`config.mk`:
```
export PLATFORM = sky130hd
export DESIGN_NAME = cle_ctrl
export DESIGN_NICKNAME = d
export VERILOG_FILES = /design/src/hdl/cle_pkg.sv /design/src/hdl/cle_ctrl.sv
export SDC_FILE = /design/constraint.sdc
export NUM_CORES = 1
export LEC_CHECK = 0
export BUFFER_PORTS_ARGS = -buffer_cell sky130_fd_sc_hd__clkbuf_2
export CORE_MARGIN = 2
export CORE_UTILIZATION = 51
export CTS_BUF_LIST = sky130_fd_sc_hd__clkbuf_16
export CTS_CLUSTER_SIZE = 20
export DETAILED_ROUTE_END_ITERATION = 6
export GPL_TIMING_DRIVEN = 0
export PLACE_DENSITY = 0.78
export SYNTH_ARGS = -nofsm -noshare
export SYNTH_HDL_FRONTEND = slang
export SYNTH_SLANG_ARGS = --single-unit
```
`constraint.sdc`:
```
create_clock -name clock -period 3 [get_ports clock]
set_input_delay 0.3 -clock clock [delete_from_list [all_inputs] [get_ports clock]]
set_output_delay 0.3 -clock clock [all_outputs]
set_load 0.02 [all_outputs]
```
`src/hdl/cle_pkg.sv`:
```
`timescale 1ns / 1ps
// ----------------------------------------------------------------------------
// cle_pkg
// Shared types and constants of the cursor line editor (gap buffer editor).
// ----------------------------------------------------------------------------
package cle_pkg;

   // Default number of characters the line can hold.
   localparam int LINE_DEPTH = 1024;

   // Fixed field widths of the item channels.
   localparam int BYTE_W  = 8;
   localparam int POS_W   = 10;
   localparam int LEN_W   = 11;
   localparam int CSR_IDX_W = 2;

   // Configuration register indexes.
   localparam logic [CSR_IDX_W-1:0] CSR_LEFT_CODE   = 2'd0;
   localparam logic [CSR_IDX_W-1:0] CSR_RIGHT_CODE  = 2'd1;
   localparam logic [CSR_IDX_W-1:0] CSR_DELETE_CODE = 2'd2;

   // Reset values of the key codes: '<', '>' and '-'.
   localparam logic [BYTE_W-1:0] LEFT_CODE_RST   = 8'd60;
   localparam logic [BYTE_W-1:0] RIGHT_CODE_RST  = 8'd62;
   localparam logic [BYTE_W-1:0] DELETE_CODE_RST = 8'd45;

   // Item kinds.
   localparam logic KIND_KEY  = 1'b0;
   localparam logic KIND_READ = 1'b1;

   typedef enum logic [2:0] {
      OP_LEFT,
      OP_RIGHT,
      OP_DELETE,
      OP_INSERT,
      OP_READ
   } op_type;

   typedef enum logic {
      ST_IDLE,
      ST_EXEC
   } state_type;

   // Write enables of the two stack memories.
   typedef struct packed {
      logic before_we;
      logic after_we;
   } mem_we_type;

endpackage

```
`src/hdl/cle_ctrl.sv`:
```
`timescale 1ns / 1ps
// ----------------------------------------------------------------------------
// cle_ctrl
// Key decode, stack counters, memory sequencing and result register.
// ----------------------------------------------------------------------------
module cle_ctrl #(
   parameter int LineDepth = cle_pkg::LINE_DEPTH
) (
   input  logic                           clock,
   input  logic                           reset,
   input  logic                           req_valid,
   output logic                           req_ready,
   input  logic                           req_kind,
   input  logic [cle_pkg::BYTE_W-1:0]     req_key_byte,
   input  logic [cle_pkg::POS_W-1:0]      req_read_pos,
   output logic                           rsp_valid,
   input  logic                           rsp_ready,
   output logic [cle_pkg::LEN_W-1:0]      rsp_cursor_pos,
   output logic [cle_pkg::LEN_W-1:0]      rsp_text_length,
   output logic                           rsp_dropped,
   output logic [cle_pkg::BYTE_W-1:0]     rsp_read_byte,
   output logic                           rsp_read_valid,
   input  logic                           csr_we,
   input  logic [cle_pkg::CSR_IDX_W-1:0]  csr_index,
   input  logic [cle_pkg::BYTE_W-1:0]     csr_wdata,
   output logic                           mem_re,
   output cle_pkg::mem_we_type            mem_we,
   output logic [$clog2(LineDepth)-1:0]   before_raddr,
   output logic [$clog2(LineDepth)-1:0]   after_raddr,
   output logic [$clog2(LineDepth)-1:0]   before_waddr,
   output logic [$clog2(LineDepth)-1:0]   after_waddr,
   output logic [cle_pkg::BYTE_W-1:0]     before_wdata,
   output logic [cle_pkg::BYTE_W-1:0]     after_wdata,
   input  logic [cle_pkg::BYTE_W-1:0]     before_rdata,
   input  logic [cle_pkg::BYTE_W-1:0]     after_rdata
);

   localparam int AW = $clog2(LineDepth);
   localparam int CW = $clog2(LineDepth + 1);
   localparam int SW = ((CW > cle_pkg::POS_W) ? CW : cle_pkg::POS_W) + 1;
   localparam int LW = cle_pkg::LEN_W;
   localparam int BW = cle_pkg::BYTE_W;

   cle_pkg::state_type state_ff, state_in;
   cle_pkg::op_type    op_ff, op_in;
   logic               act_ff, act_in;
   logic               sel_after_ff, sel_after_in;
   logic [BW-1:0]      key_ff;
   logic [CW-1:0]      before_count_ff, before_count_in;
   logic [CW-1:0]      after_count_ff, after_count_in;
   logic [BW-1:0]      left_code_ff, right_code_ff, delete_code_ff;

   logic               rsp_valid_ff, rsp_valid_in;
   logic [LW-1:0]      cursor_ff, cursor_in;
   logic [LW-1:0]      length_ff, length_in;
   logic               dropped_ff, dropped_in;
   logic [BW-1:0]      rbyte_ff, rbyte_in;
   logic               rvalid_ff, rvalid_in;

   logic               accept;
   logic               finish;
   logic [SW-1:0]      len_now;
   logic [SW-1:0]      pos_wide;

   assign accept   = req_valid && req_ready;
   assign len_now  = SW'(before_count_ff) + SW'(after_count_ff);
   assign pos_wide = SW'(req_read_pos);

   // Decode of the incoming item against the counters as they stand now.
   always_comb begin
      if (req_kind == cle_pkg::KIND_READ) begin
         op_in = cle_pkg::OP_READ;
      end else if (req_key_byte == left_code_ff) begin
         op_in = cle_pkg::OP_LEFT;
      end else if (req_key_byte == right_code_ff) begin
         op_in = cle_pkg::OP_RIGHT;
      end else if (req_key_byte == delete_code_ff) begin
         op_in = cle_pkg::OP_DELETE;
      end else begin
         op_in = cle_pkg::OP_INSERT;
      end

      unique case (op_in)
         cle_pkg::OP_LEFT: begin
            act_in = (before_count_ff != '0) && (SW'(after_count_ff) < SW'(LineDepth));
         end
         cle_pkg::OP_RIGHT: begin
            act_in = (after_count_ff != '0) && (SW'(before_count_ff) < SW'(LineDepth));
         end
         cle_pkg::OP_DELETE: begin
            act_in = (before_count_ff != '0);
         end
         cle_pkg::OP_INSERT: begin
            act_in = (len_now < SW'(LineDepth));
         end
         default: begin
            act_in = (pos_wide < len_now);
         end
      endcase

      sel_after_in = (pos_wide >= SW'(before_count_ff));

      // A read item addresses the stack that holds the position; the after
      // stack holds the line's end at its bottom, so its entry is counted from the far end.
      if (op_in == cle_pkg::OP_READ) begin
         before_raddr = AW'(req_read_pos);
         after_raddr  = AW'(len_now - SW'(1) - pos_wide);
      end else begin
         before_raddr = AW'(before_count_ff - CW'(1));
         after_raddr  = AW'(after_count_ff - CW'(1));
      end
   end

   assign mem_re = accept;

   // State machine, stack updates and result register loading.
   always_comb begin
      state_in        = state_ff;
      req_ready       = 1'b0;
      finish          = 1'b0;
      before_count_in = before_count_ff;
      after_count_in  = after_count_ff;
      rsp_valid_in    = rsp_valid_ff && !rsp_ready;

      unique case (state_ff)
         cle_pkg::ST_IDLE: begin
            req_ready = 1'b1;
            if (req_valid) begin
               state_in = cle_pkg::ST_EXEC;
            end
         end
         cle_pkg::ST_EXEC: begin
            if (!rsp_valid_ff || rsp_ready) begin
               finish   = 1'b1;
               state_in = cle_pkg::ST_IDLE;
            end
         end
         default: begin
            state_in = cle_pkg::ST_IDLE;
         end
      endcase

      if (finish && act_ff) begin
         case (op_ff)
            cle_pkg::OP_LEFT: begin
               before_count_in = before_count_ff - CW'(1);
               after_count_in  = after_count_ff + CW'(1);
            end
            cle_pkg::OP_RIGHT: begin
               before_count_in = before_count_ff + CW'(1);
               after_count_in  = after_count_ff - CW'(1);
            end
            cle_pkg::OP_DELETE: begin
               before_count_in = before_count_ff - CW'(1);
            end
            cle_pkg::OP_INSERT: begin
               before_count_in = before_count_ff + CW'(1);
            end
            default: begin
               before_count_in = before_count_ff;
            end
         endcase
      end

      mem_we.before_we = finish && act_ff &&
                         (op_ff == cle_pkg::OP_RIGHT || op_ff == cle_pkg::OP_INSERT);
      mem_we.after_we  = finish && act_ff && (op_ff == cle_pkg::OP_LEFT);

      cursor_in  = LW'(before_count_in);
      length_in  = LW'(SW'(before_count_in) + SW'(after_count_in));
      dropped_in = (op_ff == cle_pkg::OP_INSERT) && !act_ff;
      rvalid_in  = (op_ff == cle_pkg::OP_READ) && act_ff;
      if (rvalid_in) begin
         rbyte_in = sel_after_ff ? after_rdata : before_rdata;
      end else begin
         rbyte_in = '0;
      end
      if (finish) begin
         rsp_valid_in = 1'b1;
      end
   end

   assign before_waddr = AW'(before_count_ff);
   assign after_waddr  = AW'(after_count_ff);
   assign before_wdata = (op_ff == cle_pkg::OP_INSERT) ? key_ff : after_rdata;
   assign after_wdata  = before_rdata;

   always_ff @(posedge clock) begin
      if (reset) begin
         state_ff        <= cle_pkg::ST_IDLE;
         before_count_ff <= '0;
         after_count_ff  <= '0;
         rsp_valid_ff    <= 1'b0;
         left_code_ff    <= cle_pkg::LEFT_CODE_RST;
         right_code_ff   <= cle_pkg::RIGHT_CODE_RST;
         delete_code_ff  <= cle_pkg::DELETE_CODE_RST;
      end else begin
         state_ff        <= state_in;
         before_count_ff <= before_count_in;
         after_count_ff  <= after_count_in;
         rsp_valid_ff    <= rsp_valid_in;
         if (csr_we) begin
            unique case (csr_index)
               cle_pkg::CSR_LEFT_CODE:   left_code_ff   <= csr_wdata;
               cle_pkg::CSR_RIGHT_CODE:  right_code_ff  <= csr_wdata;
               cle_pkg::CSR_DELETE_CODE: delete_code_ff <= csr_wdata;
               default: begin
               end
            endcase
         end
      end
   end

   always_ff @(posedge clock) begin
      if (accept) begin
         op_ff        <= op_in;
         act_ff       <= act_in;
         sel_after_ff <= sel_after_in;
         key_ff       <= req_key_byte;
      end
      if (finish) begin
         cursor_ff  <= cursor_in;
         length_ff  <= length_in;
         dropped_ff <= dropped_in;
         rbyte_ff   <= rbyte_in;
         rvalid_ff  <= rvalid_in;
      end
   end

   assign rsp_valid       = rsp_valid_ff;
   assign rsp_cursor_pos  = cursor_ff;
   assign rsp_text_length = length_ff;
   assign rsp_dropped     = dropped_ff;
   assign rsp_read_byte   = rbyte_ff;
   assign rsp_read_valid  = rvalid_ff;

endmodule

```
==> run metrics <==
post-synth top area share=approximately 20%; Site Rows=42; die area=14200 µm²; CTS root buf=clkbuf_16; post-route setup slack=-0.440 ns; drt pass-1 iters=5; io pins=roughly 140; Antenna Diode Count=0; Iteration-0 DRC Markers=approximately 370; total gr overflow=0; Top Family by Delay on Critical Path=compound AO/OA/AOI/OAI gates; WL final=19.0 mm; Nets=around 1000; startpoint types=flop; maxcap violations=0; status=finished with violations; flops & latches, synth=93; fin crit share=115%; P&R area growth vs syn=29.9%; Worst VDD drop=around 0.00038 V; most frequent cells in the layout=clkbuf_2, buf_4, nand2_1, nor2_1; hold crit path type=in2reg; Synth area leaders=edfxtp_1, dfxtp_1, ha_1; first-pass GRT wire length=28.7 mm; cells along the critical path=ha_4, inv_2, fa_2, nor2b_2, o31a_1, o211ai_1, nand2_1, a21oi_2, xnor2_2, ha_4, nor4b_2, a31oi_1, o21ai_1, a211oi_2, buf_4; crit path capture type=output pin; Hold Slack=0.192 ns; layout cells sized above 1=~36%; commonest non-fill, non-tap cell in the layout=clkbuf_2; largest net degree at the start of global routing=36; register area share after synthesis=between 30% and 40%; Die H=around 120 µm; peak per-stage delay on the critical path=around 0.36 ns; vias in the first global route=~5700; number of distinct library cells after synthesis=between 70 and 80; clk buf depth=2; Worst Clk Skew=0.00728 ns; Rel. slew slack=44.1%; Least-Margin Pin Slew=around 0.84 ns; Slew Limit Fails=0; width of the die=119 µm; number of flops mapped to enable cells by yosys=between 40 and 50; failing checks=setup timing; mapped cell area=around 6800 µm²; vias=6195; CTS Buf Count=9; syn nets=around 850; Core ar.=13100 µm²; register clock-pin slew on the reported worst setup and hold paths=0.07 ns; Pwr per Cell Area=between 300 and 400 nW/µm²; Post-synth top flop=dfxtp_1; Final Hold Fails=0; post-DR vias/cell=~5.6; initial antenna violation count=0; WL/cell=~17 µm; YS warnings=0; CP most frequent cell=ha_4; unrepaired setup endpoints after global routing=true; leading area contributor after synthesis=edfxtp_1; Worst EP required=2.70 ns; Port Buffer Count=roughly 140; setup violators final=10; DRC viols=0; Max Clock Freq=291 MHz; gr usage total=roughly a quarter; DP HPWL=around 14 mm; CTS HTree Levels=3; clk_lat worst skew=0.34 ns; CTS tree=yes; clock sink count=slightly above 90; Leakage=between 3 and 4 nW; setup TNS=-2.25 ns; RD Place Congestion=slightly above 0.9; Syn Inst Count=~740; synthesized area per cell=about 9.1 µm²; CP Max Fanout=7; Crit-path slowest cell=dfxtp_4; Initial Utilization=between 50 and 60%; Period minus WS final=~3.4 ns; ys async rst share=0%; # hold bufs at CTS=0; Worst Setup Path Type=reg2out; ANT nets after route=0; Arr. time, crit path=approximately 3.1 ns; CP Buf/Inv Count=2
worst paths after layout:
check                     startpoint  cells after the start                  end  slack (ns)
hold reg to reg     right_code_ff[7]                      2     right_code_ff[7]        0.47
setup reg to reg  before_count_ff[0]                     14  rsp_text_length[10]       -0.30
setup / recovery  before_count_ff[0]                     15       after_raddr[9]       -0.44
hold / removal          csr_wdata[3]                      2      left_code_ff[3]        0.19
flip-flops by register name, indices dropped and copies added, names as in the netlist:
name             flops
act_ff               1
after_count_ff      11
before_count_ff     11
delete_code_ff       8
key_ff               8
left_code_ff         8
op_ff                3
right_code_ff        8
rsp_cursor_pos      11
rsp_dropped          1
rsp_read_byte        8
rsp_read_valid       1
rsp_text_length     11
rsp_valid            1
sel_after_ff         1
state_ff             1
synth_stat cells, drive strengths merged, types with 3 or more instances:
master and count:
o21ai 43, fa 3, dfxtp 48, nor3 16, o21a 6, o32ai 3
o211ai 5, inv 44, or3 3, nor2 57, nand3 13, nor2b 28
mux2 8, a211o 8, nand3b 9, nand2 57, nand2b 10, o31ai 3
ha 55, xor2 20, a21oi 35, nand4 9, xnor2 54, a2111oi 3
o22ai 3, or2 4, o31a 3, a21o 16, buf 35, clkbuf 21
a31oi 4, nor3b 6, edfxtp 45, a211oi 6, mux2i 17, and3 5
or4 4, nor4 8
per-stage QoR:
step	instances	utilization, %	area, µm²	power, W	setup slack (ns)
3_5_place_dp	1061	59.3	7760	0.00223	-0.746
6_report	1114	67.3	8800	0.00340	-0.440
3_3_place_gp	1061	59.3	7750	0.00222	-0.674
2_1_floorplan	744	-	6830	0.00198	-0.0199
5_1_grt	1114	67.3	8800	0.00354	-0.586
4_1_cts	1097	64.8	8480	0.00336	-0.457
what timing repair did:
action / in CTS / in global routing
setup endpoints to repair: 13 / 13
gates resized for setup: 74 / 49
pin swaps: 32 / 40
setup buffers: 20 / 17
report_power, final:
| part | internal, W | switching (W) | leakage [nW] |
|---|---|---|---|
| registers | 0.00140 | 0.0000371 | 0.833 |
| clock network | 0.000612 | 0.000483 | 0.152 |
| logic | 0.000362 | 0.000507 | 2.94 |
per-layer routing:
metal / global-route usage (%) / wire, µm
met5: 0 / 0
met4: 9.23 / 534
met3: 4.69 / 1040
met2: 44.1 / 9540
met1: 32.0 / 7870
logic make-up after synthesis:
logic type,count (synthesis),share of synthesized area [%]
AOI/OAI and AO/OA,154,14.8
xor gates and xnor gates,74,9.68
adders and majority gates,58,11.0
buffers and inverters,100,8.11
DFF,93,34.1
muxes,25,3.84
and+or+nand+nor,240,18.4
final cells by class:
cell class              count  area, µm²
multi-input cells         551       4380
fillers                  1037       4280
flip-flops and latches     93       2340
repair buffers            178       1000
plain buffers              56        404
clock buffers              10        250
well taps                 176        220
inverters                  44        171
clock inverters             6       37.5
No activity file was read; power rests on OpenSTA's default activity.
